[config.mk]
export PLATFORM = sky130hd
export DESIGN_NAME = quoted_escape_tokenizer_top
export DESIGN_NICKNAME = d
export VERILOG_FILES = /design/src/sv/qet_pkg.sv /design/src/sv/qet_decode.sv /design/src/sv/quoted_escape_tokenizer_top.sv
export SDC_FILE = /design/constraint.sdc
export NUM_CORES = 1
export LEC_CHECK = 0
export BUFFER_PORTS_ARGS = -buffer_cell sky130_fd_sc_hd__clkbuf_2
export CAP_MARGIN = 40
export CORE_MARGIN = 8
export CORE_UTILIZATION = 50
export DETAILED_ROUTE_END_ITERATION = 12
export PLACE_DENSITY_LB_ADDON = 0.08
export SYNTH_ARGS = -nofsm -noshare
export SYNTH_HDL_FRONTEND = slang
export SYNTH_HIERARCHICAL = 1
export SYNTH_SLANG_ARGS = --single-unit
[constraint.sdc]
create_clock -name clk -period 3.9 [get_ports clk]
set_input_delay 0.78 -clock clk [delete_from_list [all_inputs] [get_ports clk]]
set_output_delay 0.78 -clock clk [all_outputs]
set_load 0.005 [all_outputs]
[src/sv/qet_pkg.sv]
package qet_pkg;

  // scan modes
  localparam logic [3:0] MODE_BETWEEN     = 4'd0;
  localparam logic [3:0] MODE_BARE        = 4'd1;
  localparam logic [3:0] MODE_QUOTED      = 4'd2;
  localparam logic [3:0] MODE_ESCAPE      = 4'd3;
  localparam logic [3:0] MODE_HEX_FIRST   = 4'd4;
  localparam logic [3:0] MODE_HEX_SECOND  = 4'd5;
  localparam logic [3:0] MODE_AFTER_QUOTE = 4'd6;
  localparam logic [3:0] MODE_COMMENT     = 4'd7;
  localparam logic [3:0] MODE_FAILED      = 4'd8;

  // input opcodes
  localparam logic OP_CHAR = 1'b0;
  localparam logic OP_EOL  = 1'b1;

  // result kinds
  localparam logic [1:0] KIND_BYTE  = 2'd0;
  localparam logic [1:0] KIND_END   = 2'd1;
  localparam logic [1:0] KIND_OK    = 2'd2;
  localparam logic [1:0] KIND_ERROR = 2'd3;

  // error codes
  localparam logic [2:0] ERR_TRAILING_ESCAPE  = 3'd0;
  localparam logic [2:0] ERR_INCOMPLETE_HEX   = 3'd1;
  localparam logic [2:0] ERR_BAD_HEX          = 3'd2;
  localparam logic [2:0] ERR_BAD_ESCAPE       = 3'd3;
  localparam logic [2:0] ERR_UNTERMINATED     = 3'd4;
  localparam logic [2:0] ERR_JUNK_AFTER_QUOTE = 3'd5;
  localparam logic [2:0] ERR_QUOTE_IN_BARE    = 3'd6;

  // characters
  localparam logic [7:0] CH_TAB    = 8'h09;
  localparam logic [7:0] CH_LF     = 8'h0A;
  localparam logic [7:0] CH_CR     = 8'h0D;
  localparam logic [7:0] CH_SPACE  = 8'h20;
  localparam logic [7:0] CH_QUOTE  = 8'h22;
  localparam logic [7:0] CH_HASH   = 8'h23;
  localparam logic [7:0] CH_BSLASH = 8'h5C;
  localparam logic [7:0] CH_N      = 8'h6E;
  localparam logic [7:0] CH_R      = 8'h72;
  localparam logic [7:0] CH_T      = 8'h74;
  localparam logic [7:0] CH_X      = 8'h78;

  // output queue
  localparam int QDEPTH = 4;

  typedef struct packed {
    logic [1:0] kind;
    logic [7:0] tok_byte;
    logic [2:0] err_code;
    logic       last;
  } res_t;

  typedef struct packed {
    logic [3:0] mode_next;
    logic [7:0] held_next;
    logic [1:0] cnt;        // results produced: 0..2
    res_t       r0;
    res_t       r1;
  } dec_t;

  function automatic res_t mk_res(input logic [1:0] kind, input logic [7:0] b,
                                  input logic [2:0] err);
    res_t r;
    r.kind     = kind;
    r.tok_byte = b;
    r.err_code = err;
    r.last     = 1'b0;
    return r;
  endfunction

  // {valid, value}
  function automatic logic [4:0] nibble_of(input logic [7:0] c);
    logic [4:0] n;
    n = 5'b0;
    if (c >= 8'h30 && c <= 8'h39) n = {1'b1, 4'(c - 8'h30)};
    else if (c >= 8'h61 && c <= 8'h66) n = {1'b1, 4'(c - 8'h57)};
    else if (c >= 8'h41 && c <= 8'h46) n = {1'b1, 4'(c - 8'h37)};
    return n;
  endfunction

endpackage

[src/sv/qet_decode.sv]
module qet_decode (
  input  logic [3:0]    mode,
  input  logic [7:0]    held,
  input  logic          opcode,
  input  logic [7:0]    ch,
  output qet_pkg::dec_t dec
);
  import qet_pkg::*;

  logic       is_sep;
  logic [4:0] hi_n;
  logic [4:0] lo_n;

  assign is_sep = (ch == CH_SPACE) || (ch == CH_TAB);
  assign hi_n   = nibble_of(held);
  assign lo_n   = nibble_of(ch);

  always_comb begin
    dec.mode_next = mode;
    dec.held_next = held;
    dec.cnt       = 2'd0;
    dec.r0        = '0;
    dec.r1        = '0;

    if (opcode == OP_EOL) begin
      dec.mode_next = MODE_BETWEEN;
      dec.held_next = 8'd0;
      unique case (mode)
        MODE_BARE: begin
          dec.r0  = mk_res(KIND_END, 8'd0, 3'd0);
          dec.r1  = mk_res(KIND_OK, 8'd0, 3'd0);
          dec.cnt = 2'd2;
        end
        MODE_QUOTED: begin
          dec.r0  = mk_res(KIND_ERROR, 8'd0, ERR_UNTERMINATED);
          dec.cnt = 2'd1;
        end
        MODE_ESCAPE: begin
          dec.r0  = mk_res(KIND_ERROR, 8'd0, ERR_TRAILING_ESCAPE);
          dec.cnt = 2'd1;
        end
        MODE_HEX_FIRST, MODE_HEX_SECOND: begin
          dec.r0  = mk_res(KIND_ERROR, 8'd0, ERR_INCOMPLETE_HEX);
          dec.cnt = 2'd1;
        end
        MODE_FAILED: begin
        end
        default: begin
          dec.r0  = mk_res(KIND_OK, 8'd0, 3'd0);
          dec.cnt = 2'd1;
        end
      endcase
    end else begin
      unique case (mode)
        MODE_BARE: begin
          dec.cnt = 2'd1;
          if (is_sep) begin
            dec.r0        = mk_res(KIND_END, 8'd0, 3'd0);
            dec.mode_next = MODE_BETWEEN;
          end else if (ch == CH_HASH) begin
            dec.r0        = mk_res(KIND_END, 8'd0, 3'd0);
            dec.mode_next = MODE_COMMENT;
          end else if (ch == CH_QUOTE) begin
            dec.r0        = mk_res(KIND_ERROR, 8'd0, ERR_QUOTE_IN_BARE);
            dec.mode_next = MODE_FAILED;
          end else begin
            dec.r0 = mk_res(KIND_BYTE, ch, 3'd0);
          end
        end
        MODE_QUOTED: begin
          if (ch == CH_QUOTE) begin
            dec.r0        = mk_res(KIND_END, 8'd0, 3'd0);
            dec.cnt       = 2'd1;
            dec.mode_next = MODE_AFTER_QUOTE;
          end else if (ch == CH_BSLASH) begin
            dec.mode_next = MODE_ESCAPE;
          end else begin
            dec.r0  = mk_res(KIND_BYTE, ch, 3'd0);
            dec.cnt = 2'd1;
          end
        end
        MODE_ESCAPE: begin
          dec.mode_next = MODE_QUOTED;
          dec.cnt       = 2'd1;
          if (ch == CH_BSLASH || ch == CH_QUOTE) begin
            dec.r0 = mk_res(KIND_BYTE, ch, 3'd0);
          end else if (ch == CH_N) begin
            dec.r0 = mk_res(KIND_BYTE, CH_LF, 3'd0);
          end else if (ch == CH_R) begin
            dec.r0 = mk_res(KIND_BYTE, CH_CR, 3'd0);
          end else if (ch == CH_T) begin
            dec.r0 = mk_res(KIND_BYTE, CH_TAB, 3'd0);
          end else if (ch == CH_X) begin
            dec.cnt       = 2'd0;
            dec.mode_next = MODE_HEX_FIRST;
          end else begin
            dec.r0        = mk_res(KIND_ERROR, 8'd0, ERR_BAD_ESCAPE);
            dec.mode_next = MODE_FAILED;
          end
        end
        MODE_HEX_FIRST: begin
          dec.held_next = ch;
          dec.mode_next = MODE_HEX_SECOND;
        end
        MODE_HEX_SECOND: begin
          dec.held_next = 8'd0;
          dec.cnt       = 2'd1;
          if (!hi_n[4] || !lo_n[4]) begin
            dec.r0        = mk_res(KIND_ERROR, 8'd0, ERR_BAD_HEX);
            dec.mode_next = MODE_FAILED;
          end else begin
            dec.r0        = mk_res(KIND_BYTE, {hi_n[3:0], lo_n[3:0]}, 3'd0);
            dec.mode_next = MODE_QUOTED;
          end
        end
        MODE_AFTER_QUOTE: begin
          if (is_sep) begin
            dec.mode_next = MODE_BETWEEN;
          end else if (ch == CH_HASH) begin
            dec.mode_next = MODE_COMMENT;
          end else begin
            dec.r0        = mk_res(KIND_ERROR, 8'd0, ERR_JUNK_AFTER_QUOTE);
            dec.cnt       = 2'd1;
            dec.mode_next = MODE_FAILED;
          end
        end
        MODE_COMMENT, MODE_FAILED: begin
        end
        default: begin
          // between tokens, and any unused code
          if (is_sep) begin
            dec.mode_next = MODE_BETWEEN;
          end else if (ch == CH_HASH) begin
            dec.mode_next = MODE_COMMENT;
          end else if (ch == CH_QUOTE) begin
            dec.mode_next = MODE_QUOTED;
          end else begin
            dec.r0        = mk_res(KIND_BYTE, ch, 3'd0);
            dec.cnt       = 2'd1;
            dec.mode_next = MODE_BARE;
          end
        end
      endcase
    end

    if (dec.cnt == 2'd1) dec.r0.last = 1'b1;
    if (dec.cnt == 2'd2) dec.r1.last = 1'b1;
  end

endmodule

[src/sv/quoted_escape_tokenizer_top.sv]
// Line tokenizer: takes one character or end-of-line transfer per cycle while the output queue
// has room, and emits token bytes, token ends and one line ok/error result per line. Each
// transfer passes the input register, then is decoded into a four-entry output queue.
// The output port moves one result per cycle while the receiver is ready; the only item
// that yields two results is an end of line that closes a bare token (token end plus line
// ok). The decoder advances only when the queue has room for two results.
module quoted_escape_tokenizer_top (
  input  logic        clk,
  input  logic        rst,
  input  logic        s_axis_tvalid,
  output logic        s_axis_tready,
  input  logic [7:0]  s_axis_tdata,   // [7:0] char_byte
  input  logic [0:0]  s_axis_tuser,   // [0] opcode
  output logic        m_axis_tvalid,
  input  logic        m_axis_tready,
  output logic [15:0] m_axis_tdata,   // [7:0] token_byte, [10:8] error_code, [15:11] zero
  output logic [1:0]  m_axis_tuser,   // [1:0] kind
  output logic        m_axis_tlast
);
  import qet_pkg::*;

  // input register
  logic       in_valid;
  logic       in_op;
  logic [7:0] in_char;

  // scan state
  logic [3:0] mode;
  logic [7:0] held;

  // output queue, entry 0 is the head
  res_t       q [QDEPTH];
  res_t       q_next [QDEPTH];
  logic [2:0] cnt;
  logic [2:0] cnt_next;
  logic [2:0] cnt_p;

  logic pop;
  logic adv;
  dec_t dec;

  qet_decode u_decode (
    .mode   (mode),
    .held   (held),
    .opcode (in_op),
    .ch     (in_char),
    .dec    (dec)
  );

  assign pop           = (cnt != 3'd0) && m_axis_tready;
  assign cnt_p         = cnt - {2'b0, pop};
  assign adv           = in_valid && (cnt_p <= 3'd2);
  assign s_axis_tready = !in_valid || adv;

  always_comb begin
    for (int i = 0; i < QDEPTH - 1; i++) begin
      q_next[i] = pop ? q[i + 1] : q[i];
    end
    q_next[QDEPTH-1] = q[QDEPTH-1];
    for (int i = 0; i < QDEPTH; i++) begin
      if (adv && dec.cnt != 2'd0 && cnt_p == 3'(i)) q_next[i] = dec.r0;
      if (adv && dec.cnt == 2'd2 && cnt_p + 3'd1 == 3'(i)) q_next[i] = dec.r1;
    end
    cnt_next = adv ? cnt_p + {1'b0, dec.cnt} : cnt_p;
  end

  always_ff @(posedge clk) begin
    if (rst) begin
      in_valid <= 1'b0;
      mode     <= MODE_BETWEEN;
      held     <= 8'd0;
      cnt      <= 3'd0;
    end else begin
      if (s_axis_tready) in_valid <= s_axis_tvalid;
      if (adv) begin
        mode <= dec.mode_next;
        held <= dec.held_next;
      end
      cnt <= cnt_next;
    end
  end

  always_ff @(posedge clk) begin
    if (s_axis_tready && s_axis_tvalid) begin
      in_op   <= s_axis_tuser[0];
      in_char <= s_axis_tdata;
    end
    q <= q_next;
  end

  assign m_axis_tvalid = (cnt != 3'd0);
  assign m_axis_tdata  = {5'b0, q[0].err_code, q[0].tok_byte};
  assign m_axis_tuser  = q[0].kind;
  assign m_axis_tlast  = q[0].last;

endmodule

=== Word level (Yosys, flattened, before mapping) ===
Index checks and enable logic that the tools add are counted.

* Register bits: 81
* Bits of input ports: 13
* Output and inout port bits: 21
* Word-level logic and storage cells: 176

* Add/sub/neg operators: 9
* Order comparisons: 13
* Eq/ne operators: 28
* Multiplexer cells: 64
* Reduce and logical (&&, ||, !) cells: 40

{| class="wikitable"
|+ Operator list
! kind !! number
|-
| 14-bit 2-to-1 mux || 22
|-
| 16-bit case mux with 6 select lines || 1
|-
| 16-bit case mux with 5 select lines || 1
|-
| 16-bit 2-to-1 mux || 4
|-
| 4-bit 2-to-1 mux || 15
|-
| 15-bit 2-to-1 mux || 3
|-
| 8-bit by 7-bit == test with 1-bit output (second input constant) || 5
|-
| 8-bit by 7-bit greater-or-equal comparator with 1-bit output (second input constant) || 4
|-
| 8-bit by 7-bit less-or-equal comparator with 1-bit output (second input constant) || 4
|-
| 5-bit 2-to-1 mux || 6
|-
| 28-bit 2-to-1 mux || 1
|-
| 4-bit case mux with 7 select lines || 1
|-
| 8-bit by 6-bit == test with 1-bit output (second input constant) || 3
|-
| 1-bit logical AND || 19
|-
| 4-bit by 3-bit == test with 1-bit output (second input constant) || 4
|-
| 8-bit by 6-bit greater-or-equal comparator with 1-bit output (second input constant) || 2
|-
| 8-bit by 6-bit less-or-equal comparator with 1-bit output (second input constant) || 2
|-
| 8-bit case mux with 2 select lines || 1
|-
| 4-bit by 3-bit subtractor with 4-bit output (second input constant) || 4
|-
| 3-bit nonzero test || 5
|-
| 3-bit by 2-bit == test with 1-bit output (second input constant) || 4
|-
| 2-bit 2-to-1 mux || 5
|-
| 4-bit by 2-bit == test with 1-bit output (second input constant) || 2
|-
| 8-bit by 4-bit == test with 1-bit output (second input constant) || 1
|-
| other kinds (23) || 35
|}

=== Depth between registers and ports, before layout ===
Gate-level depths: netlist (run 1).

* Depth after elaboration: 15
* Gate-level depth with buffers: 13
* Depth with buffers taken out: 12

=== By module ===
The synthesis (run 1) kept the hierarchy.

{| class="wikitable"
|+ By module, submodules not included
! module !! times used !! cells an instance !! area each (um^2) !! sequential area each (um^2)
|-
| quoted_escape_tokenizer_top || 1 || 374 || 4,380.5 || 2,272.2
|-
| qet_decode || 1 || 255 || 1,629.1 || 0.0
|}

=== Worst setup path after synthesis (run 1) ===
No wires, ideal clock.

* Path type: register to register
* Start point: register in_char[4]
* End point: register q[14] (netlist name) (enable)
* Setup time: 0.373 ns
* Data arrival time: 3.152 ns
* Required time: 3.527 ns
* Slack: 0.375 ns
* Cell stages (with the launch flop): 13
* Buffers on the path: 4
* Clock period less this slack: 3.525 ns
* Path through: edfxtp_1 buf_6 or4_4 buf_6 nor2_4 a2111oi_1 o32ai_1 o311ai_0 nand2b_1 or3_1 buf_2 buf_2 nand3_1

{| class="wikitable"
|+ RTL lines
! what !! line !! RTL
|-
| start, declared || quoted_escape_tokenizer_top.sv:25 || <nowiki>logic [7:0] in_char;</nowiki>
|-
| start signal, assigned || quoted_escape_tokenizer_top.sv:86 || <nowiki>in_char <= s_axis_tdata;</nowiki>
|-
| end signal, assigned || quoted_escape_tokenizer_top.sv:88 || <nowiki>q <= q_next;</nowiki>
|-
| end, declared || quoted_escape_tokenizer_top.sv:32 || <nowiki>res_t q [QDEPTH];</nowiki>
|}

==> qor.yml, run 1 <==
synth_top_cell_area_share_pct: 32.5
numPortBuffers: 28
cts_tree: "built"
htree_levels: 3
fin_skew_ps: 6.23
fin_area_um2: 6520
syn_area_um2: 6010
synthArstFlopShare_pct: 0
groute.usage.overall_pct: 20.9
drc: 0
whs_endpoint: "held[5]"
viasPerCell: 6.56
drive_gt1_share_pct: 20.8
finalHoldViolCount: 0
period_minus_slack_ps: 3610
crit_required_ps: 4050
synthXorXnorAreaFrac_pct: 0.999
synth-seq-cells: 81
synth_area_leaders: "edfxtp_1 (32%), dfxtp_1 (5.3%), o31ai_1 (5.1%)"
area_growth_syn_to_layout_pct: 8.52
p_per_area_nw_per_um2: 586
cts_buffers: 9
num_antenna_cells: 0
ys.flop_type: "edfxtp_1"
die_area_um2: 15800
setup_tns_ps: 0
placed_cells: 769
ios: 34
min_from: "held[5]"
slowest_stage: "edfxtp_1"
worstHoldPathCells: 2
grt_pass1_vias: 4724
start_util_pct: 50.7
placementRows: 40
placed_area_um2: 6170
cts_sinks: 81
r2r_slack_ps: 290
synth-compound-area-share_pct: 19.4
ys_seq_area_share_pct: 37.8
cp_max_fo: 14
die_w_um: 126
p_total_mw: 3.82
setup_viol: 0
syn_avg_cell_area_um2: 9.55
ir_worst_vdd_v: 0.000507
max_freq_ghz: 0.277
status: "completed"
first_iter_violations: 503
num_vias: 5158
drt_first_pass_iters: 5
p_leak_nw: 2.15
synth_edf_count: 65
ys_warn_count: 6
final_cells: 786
core-area_um2: 11900
die_y_um: 126
cpLargestDelayFamily: "compound AO/OA/AOI/OAI gates"
clkTransAtPathRegs_ps: 60
finalWirelength_um: 16900
ys_top_cells_by_count: "edfxtp_1 (65), o31ai_1 (41), inv_1 (35)"
rr_worst_depth: 12
grt_pass1_wl_um: 26400
arrival_ps: 3750
yosys.area_share.simple_pct: 20.8
muxShareOfSynthArea_pct: 6.48
slew_headroom_pct: 39.7
synth_top_family_by_area: "simple AND/OR/NAND/NOR gates"
fin_crit_sh_pct: 92.5
route.detailed.wl_per_inst_um: 21.5
yosys.area.top_type: "edfxtp_1"
drv_cap: 0
synthAdderAreaFrac_pct: 2.62
synth.distinct_cells: 80
grt_overflow: 0
hpwl_um: 11700
gp_congestion: 0.892
crit_type: "reg2reg"
path_cells: "inv_1 > ha_1 > nand4b_1 > o22ai_1 > a41oi_1 > o32ai_2 > o311ai_0 > buf_1 > nand2b_1 > or3_1 > buf_4 > a31oi_1"
r2r-start: "in_char[1]"
grt_max_degree: 37
cts_buffer_depth: 2
drv_slew: 0
ant_nets: 0
crit_path_start_kind: "flip-flop"
cts_root_buffer: "clkbuf_16"
timing.hold.ws_ps: 502
synth_cells: 629
cp-end-kind: "flip-flop"
path_buf_inv: 3
antenna_found_initial: 0
r2r-end: "q[40]"
synth.most_common_cell: "edfxtp_1"
worstSkewPairLatency_ps: 340
hp-class: "reg2reg"
nNetsFinal: 660
rsz0062_at_grt: "no"
cpPeakStageDelay_ps: 480
hold_buffers: 0
worst_pin_slew_ps: 893
-- cells by family after synthesis --
kind of cell,count (synthesis)
mux,32
buf+inv,129
fa+ha+maj,12
xor+xnor,6
flops,81
other cells,2
compound gates,167
simple gates,200
-- worst register-to-register path, delay by kind of cell (launching register included) --
| kind | cells | cell delay [ps] |
|---|---|---|
| AOI/OAI and AO/OA | 5 | 1160 |
| and+or+nand+nor | 3 | 880 |
| buffers and inverters | 3 | 620 |
| DFF | 1 | 480 |
| adders and majority gates | 1 | 270 |
-- flip-flops by register name, summed over array words and instances (netlist names) --
name          cells
q                42
mode              4
m_axis_tlast      1
m_axis_tuser      2
held              8
in_valid          1
m_axis_tdata     11
in_char           8
in_op             1
cnt               3
-- metrics by stage --
| step | setup slack (ps) | utilization (%) |
|---|---|---|
| 2_1_floorplan | 375 | - |
| 3_3_place_gp | 230 | 52.0 |
| 3_5_place_dp | 217 | 52.0 |
| 4_1_cts | 199 | 54.7 |
| 5_1_grt | 8.62 | 55.0 |
| 6_report | 292 | 55.0 |
-- routing by layer --
layer | part of all wire [%] | routed length [um] | GRT usage, %
met4 | 2.1 | 350 | 8.02
met2 | 43 | 7190 | 30.1
met3 | 8.1 | 1370 | 4.68
met5 | 0 | 0 | 0
met1 | 47 | 7960 | 29.8
-- worst max path at each step --
stage          slack (ps)  depth (start not counted)       start               to
3_5_place_dp          220                         13  in_char[0]  m_axis_tdata[6]
5_1_grt                 9                         12  in_char[1]             q[3]
6_report              290                         12  in_char[1]            q[40]
2_1_floorplan         370                         12  in_char[4]            q[14]
4_1_cts               200                         13  in_char[0]  m_axis_tdata[7]
3_3_place_gp          230                         12  in_char[0]  m_axis_tdata[7]
-- power by group --
group          switching, mW  internal (mW)
Clock                  0.368          0.561
Combinational          0.985          0.539
Sequential            0.0995           1.27
Total                   1.45           2.37
-- placed cells by master (no fill, tap or decap), types with 11 or more instances in the layout --
cell type  count
a21oi_1       31
a31oi_1       34
buf_4         40
clkbuf_2      28
conb_1        17
dfxtp_1       16
edfxtp_1      65
ha_1          11
inv_1         35
mux2_2        19
nand2_1       22
nand3_1       23
nand4_1       17
nor2_1        19
nor3_1        13
nor4_1        31
o21ai_0       12
o31ai_1       41
or4_1         28
-- repair_timing --
action | in CTS | in global routing
endpoints found under the setup margin | 0 | 43
setup buffers | 0 | 1
gates resized for setup | 0 | 3
-- final cells by class --
cell class	instances	area [um2]
fillers	1084	5340
inverters	37	139
multi-input cells	435	3130
repair buffers	71	484
clock inverters	6	90.1
clock buffers	9	225
well taps	147	184
flip-flops and latches	81	2270
No activity file was read; power rests on OpenSTA's default activity.
==> run 2: changes to the inputs <==
--- a/config.mk
+++ b/config.mk
@@ -8,3 +8,3 @@
 export BUFFER_PORTS_ARGS = -buffer_cell sky130_fd_sc_hd__clkbuf_2
-export CAP_MARGIN = 40
+export CAP_MARGIN = 30
 export CORE_MARGIN = 8
@@ -13,2 +13,3 @@
 export PLACE_DENSITY_LB_ADDON = 0.08
+export SETUP_SLACK_MARGIN = 0.15
 export SYNTH_ARGS = -nofsm -noshare
--- a/constraint.sdc
+++ b/constraint.sdc
@@ -3,2 +3,2 @@
 set_output_delay 0.78 -clock clk [all_outputs]
-set_load 0.005 [all_outputs]
+set_load 0.01 [all_outputs]
==> qor.yml, run 2 (synthesis gave the netlist of run 1 again) <==
r2r-start: "in_char[0]"
hp-class: "reg2reg"
htree_levels: 3  # unchanged
num_antenna_cells: 0  # unchanged
cts_setup_buffers: 0  # unchanged
grt_max_degree: 37  # unchanged
drt_first_pass_iters: 5  # unchanged
finalHoldViolCount: 0  # unchanged
groute.usage.overall_pct: 21.2  # +0.23 points
final_common_cell: "edfxtp_1"
placementRows: 40  # unchanged
numPortBuffers: 28  # unchanged
final_cell_mix: "edfxtp_1 (65), o31ai_1 (41), buf_4 (38), inv_1 (35), a31oi_1 (34)"
ir_worst_vdd_v: 0.000342  # -33%
path_cells: "inv_1 > ha_1 > inv_1 > nand2_1 > a2111oi_1 > nor2_1 > a31oi_1 > buf_4 > inv_1 > or4_1 > a31oi_1"
worst_pin_slew_ps: 932  # +39.2 ps
crit_required_ps: 4050  # about the same
gp_congestion: 0.892  # unchanged
hold_buffers: 0  # unchanged
cts_buffers: 9  # unchanged
top_register: "q"
crit_path_start_kind: "flip-flop"
cp-end-kind: "flip-flop"
route.detailed.wl_per_inst_um: 21.6  # +0.57%
fin_crit_sh_pct: 93.4  # +0.91 points
rsz0062_at_grt: "no"
cts_buffer_depth: 2  # unchanged
start_util_pct: 50.7  # unchanged
period_minus_slack_ps: 3640  # +35.4 ps
grt_overflow: 0  # unchanged
first_iter_violations: 525  # +4.4%
nNetsFinal: 657  # -0.45%
p_leak_nw: 2.15  # about the same
setup_tns_ps: 0  # unchanged
slowest_stage: "a2111oi_1"
crit_type: "reg2reg"
worstSkewPairLatency_ps: 350  # about the same
die_y_um: 126  # unchanged
die_area_um2: 15800  # unchanged
slew_headroom_pct: 37.6  # -2.1 points
drive_gt1_share_pct: 20.9  # +0.098 points
cpPeakStageDelay_ps: 680  # +200 ps
whs_endpoint: "held[5]"
grt_pass1_vias: 4761  # +0.78%
area_growth_syn_to_layout_pct: 8.58  # about the same
ios: 34  # unchanged
max_freq_ghz: 0.274  # -0.97%
clkTransAtPathRegs_ps: 60  # about the same
cpMostUsedCell: "inv_1"
drv_slew: 0  # unchanged
largest_register_ffs: 42  # unchanged
die_w_um: 126  # unchanged
cts_sinks: 81  # unchanged
hpwl_um: 11600  # -0.78%
timing.hold.ws_ps: 511  # +8.66 ps
drc: 0  # unchanged
core-area_um2: 11900  # unchanged
min_from: "held[5]"
fin_skew_ps: 6.82  # +0.592 ps
drv_cap: 0  # unchanged
rr_worst_depth: 11  # -1
grt_pass1_wl_um: 26600  # +0.71%
cp_max_fo: 8  # -6
status: "completed"
worstHoldPathCells: 2  # unchanged
p_per_area_nw_per_um2: 593  # +1.2%
r2r_slack_ps: 260  # -40 ps
cts_root_buffer: "clkbuf_16"
setup_viol: 0  # unchanged
r2r-end: "q[40]"
num_vias: 5202  # +0.85%
antenna_found_initial: 0  # unchanged
finalWirelength_um: 16900  # +0.19%
viasPerCell: 6.64  # +1.2%
ant_nets: 0  # unchanged
arrival_ps: 3790  # +40 ps
cts_tree: "built"
==> run 2: cell type report <==
class                           instances  area (um2)
Clock buffer                            9         225
Sequential cell                        81        2270
Tap cell                              147         184
Multi-Input combinational cell        435        3150
Clock inverter                          6        90.1
Fill cell                            1089        5340
Inverter                               37         139
Timing Repair Buffer                   68         465
==> run 2: power by group <==
group | switching, mW | total (mW) | internal (mW) | leakage (nW)
clock | 0.364 | 0.925 | 0.561 | 0.154
sequential | 0.104 | 1.37 | 1.27 | 0.738
combinational | 1.03 | 1.57 | 0.538 | 1.25
total | 1.50 | 3.87 | 2.37 | 2.15
==> run 2: worst max path at each step <==
stage,startpoint,to,cells past startpoint
final,in_char[0],q[40],11
after CTS,in_char[0],q[3],11
after detailed placement,in_char[0],m_axis_tdata[4],12
after global placement,in_char[0],m_axis_tdata[7],12
after global routing,cnt[2],s_axis_tready,8
after floorplan,in_char[4],q[14],12
==> run 2: worst max-delay path: cells and delay by family (launching register included) <==
kind | cells | cell delay, ps
AOI/OAI and AO/OA | 3 | 1270
adders and majority gates | 1 | 290
buffers and inverters | 4 | 530
DFF | 1 | 510
and+or+nand+nor | 3 | 840
==> run 2: through the flow <==
stage	worst slack, ps	cell area (um2)	util (%)	power, mW	std cells
2_1_floorplan	375	6070	-	2.57	644
3_3_place_gp	230	6160	52.0	2.89	767
3_5_place_dp	85.0	6160	52.0	2.90	767
4_1_cts	173	6490	54.7	3.86	783
5_1_grt	151	6530	55.0	4.07	783
6_report	256	6530	55.0	3.87	783
==> run 2: per-layer routing <==
| metal | part of all wire [%] | track usage, % | vias up |
|---|---|---|---|
| met3 | 8.7 | 4.94 | 22 |
| li1 | - | - | 2431 |
| met4 | 1.7 | 7.38 | 0 |
| met2 | 42 | 29.6 | 256 |
| met1 | 47 | 30.9 | 2493 |
| met5 | 0 | 0 | - |
==> run 2: timing repair <==
action,CTS,global route
gates resized for setup,2,6
setup endpoints to repair,43,99
pin swaps,0,2
cloned,1,0
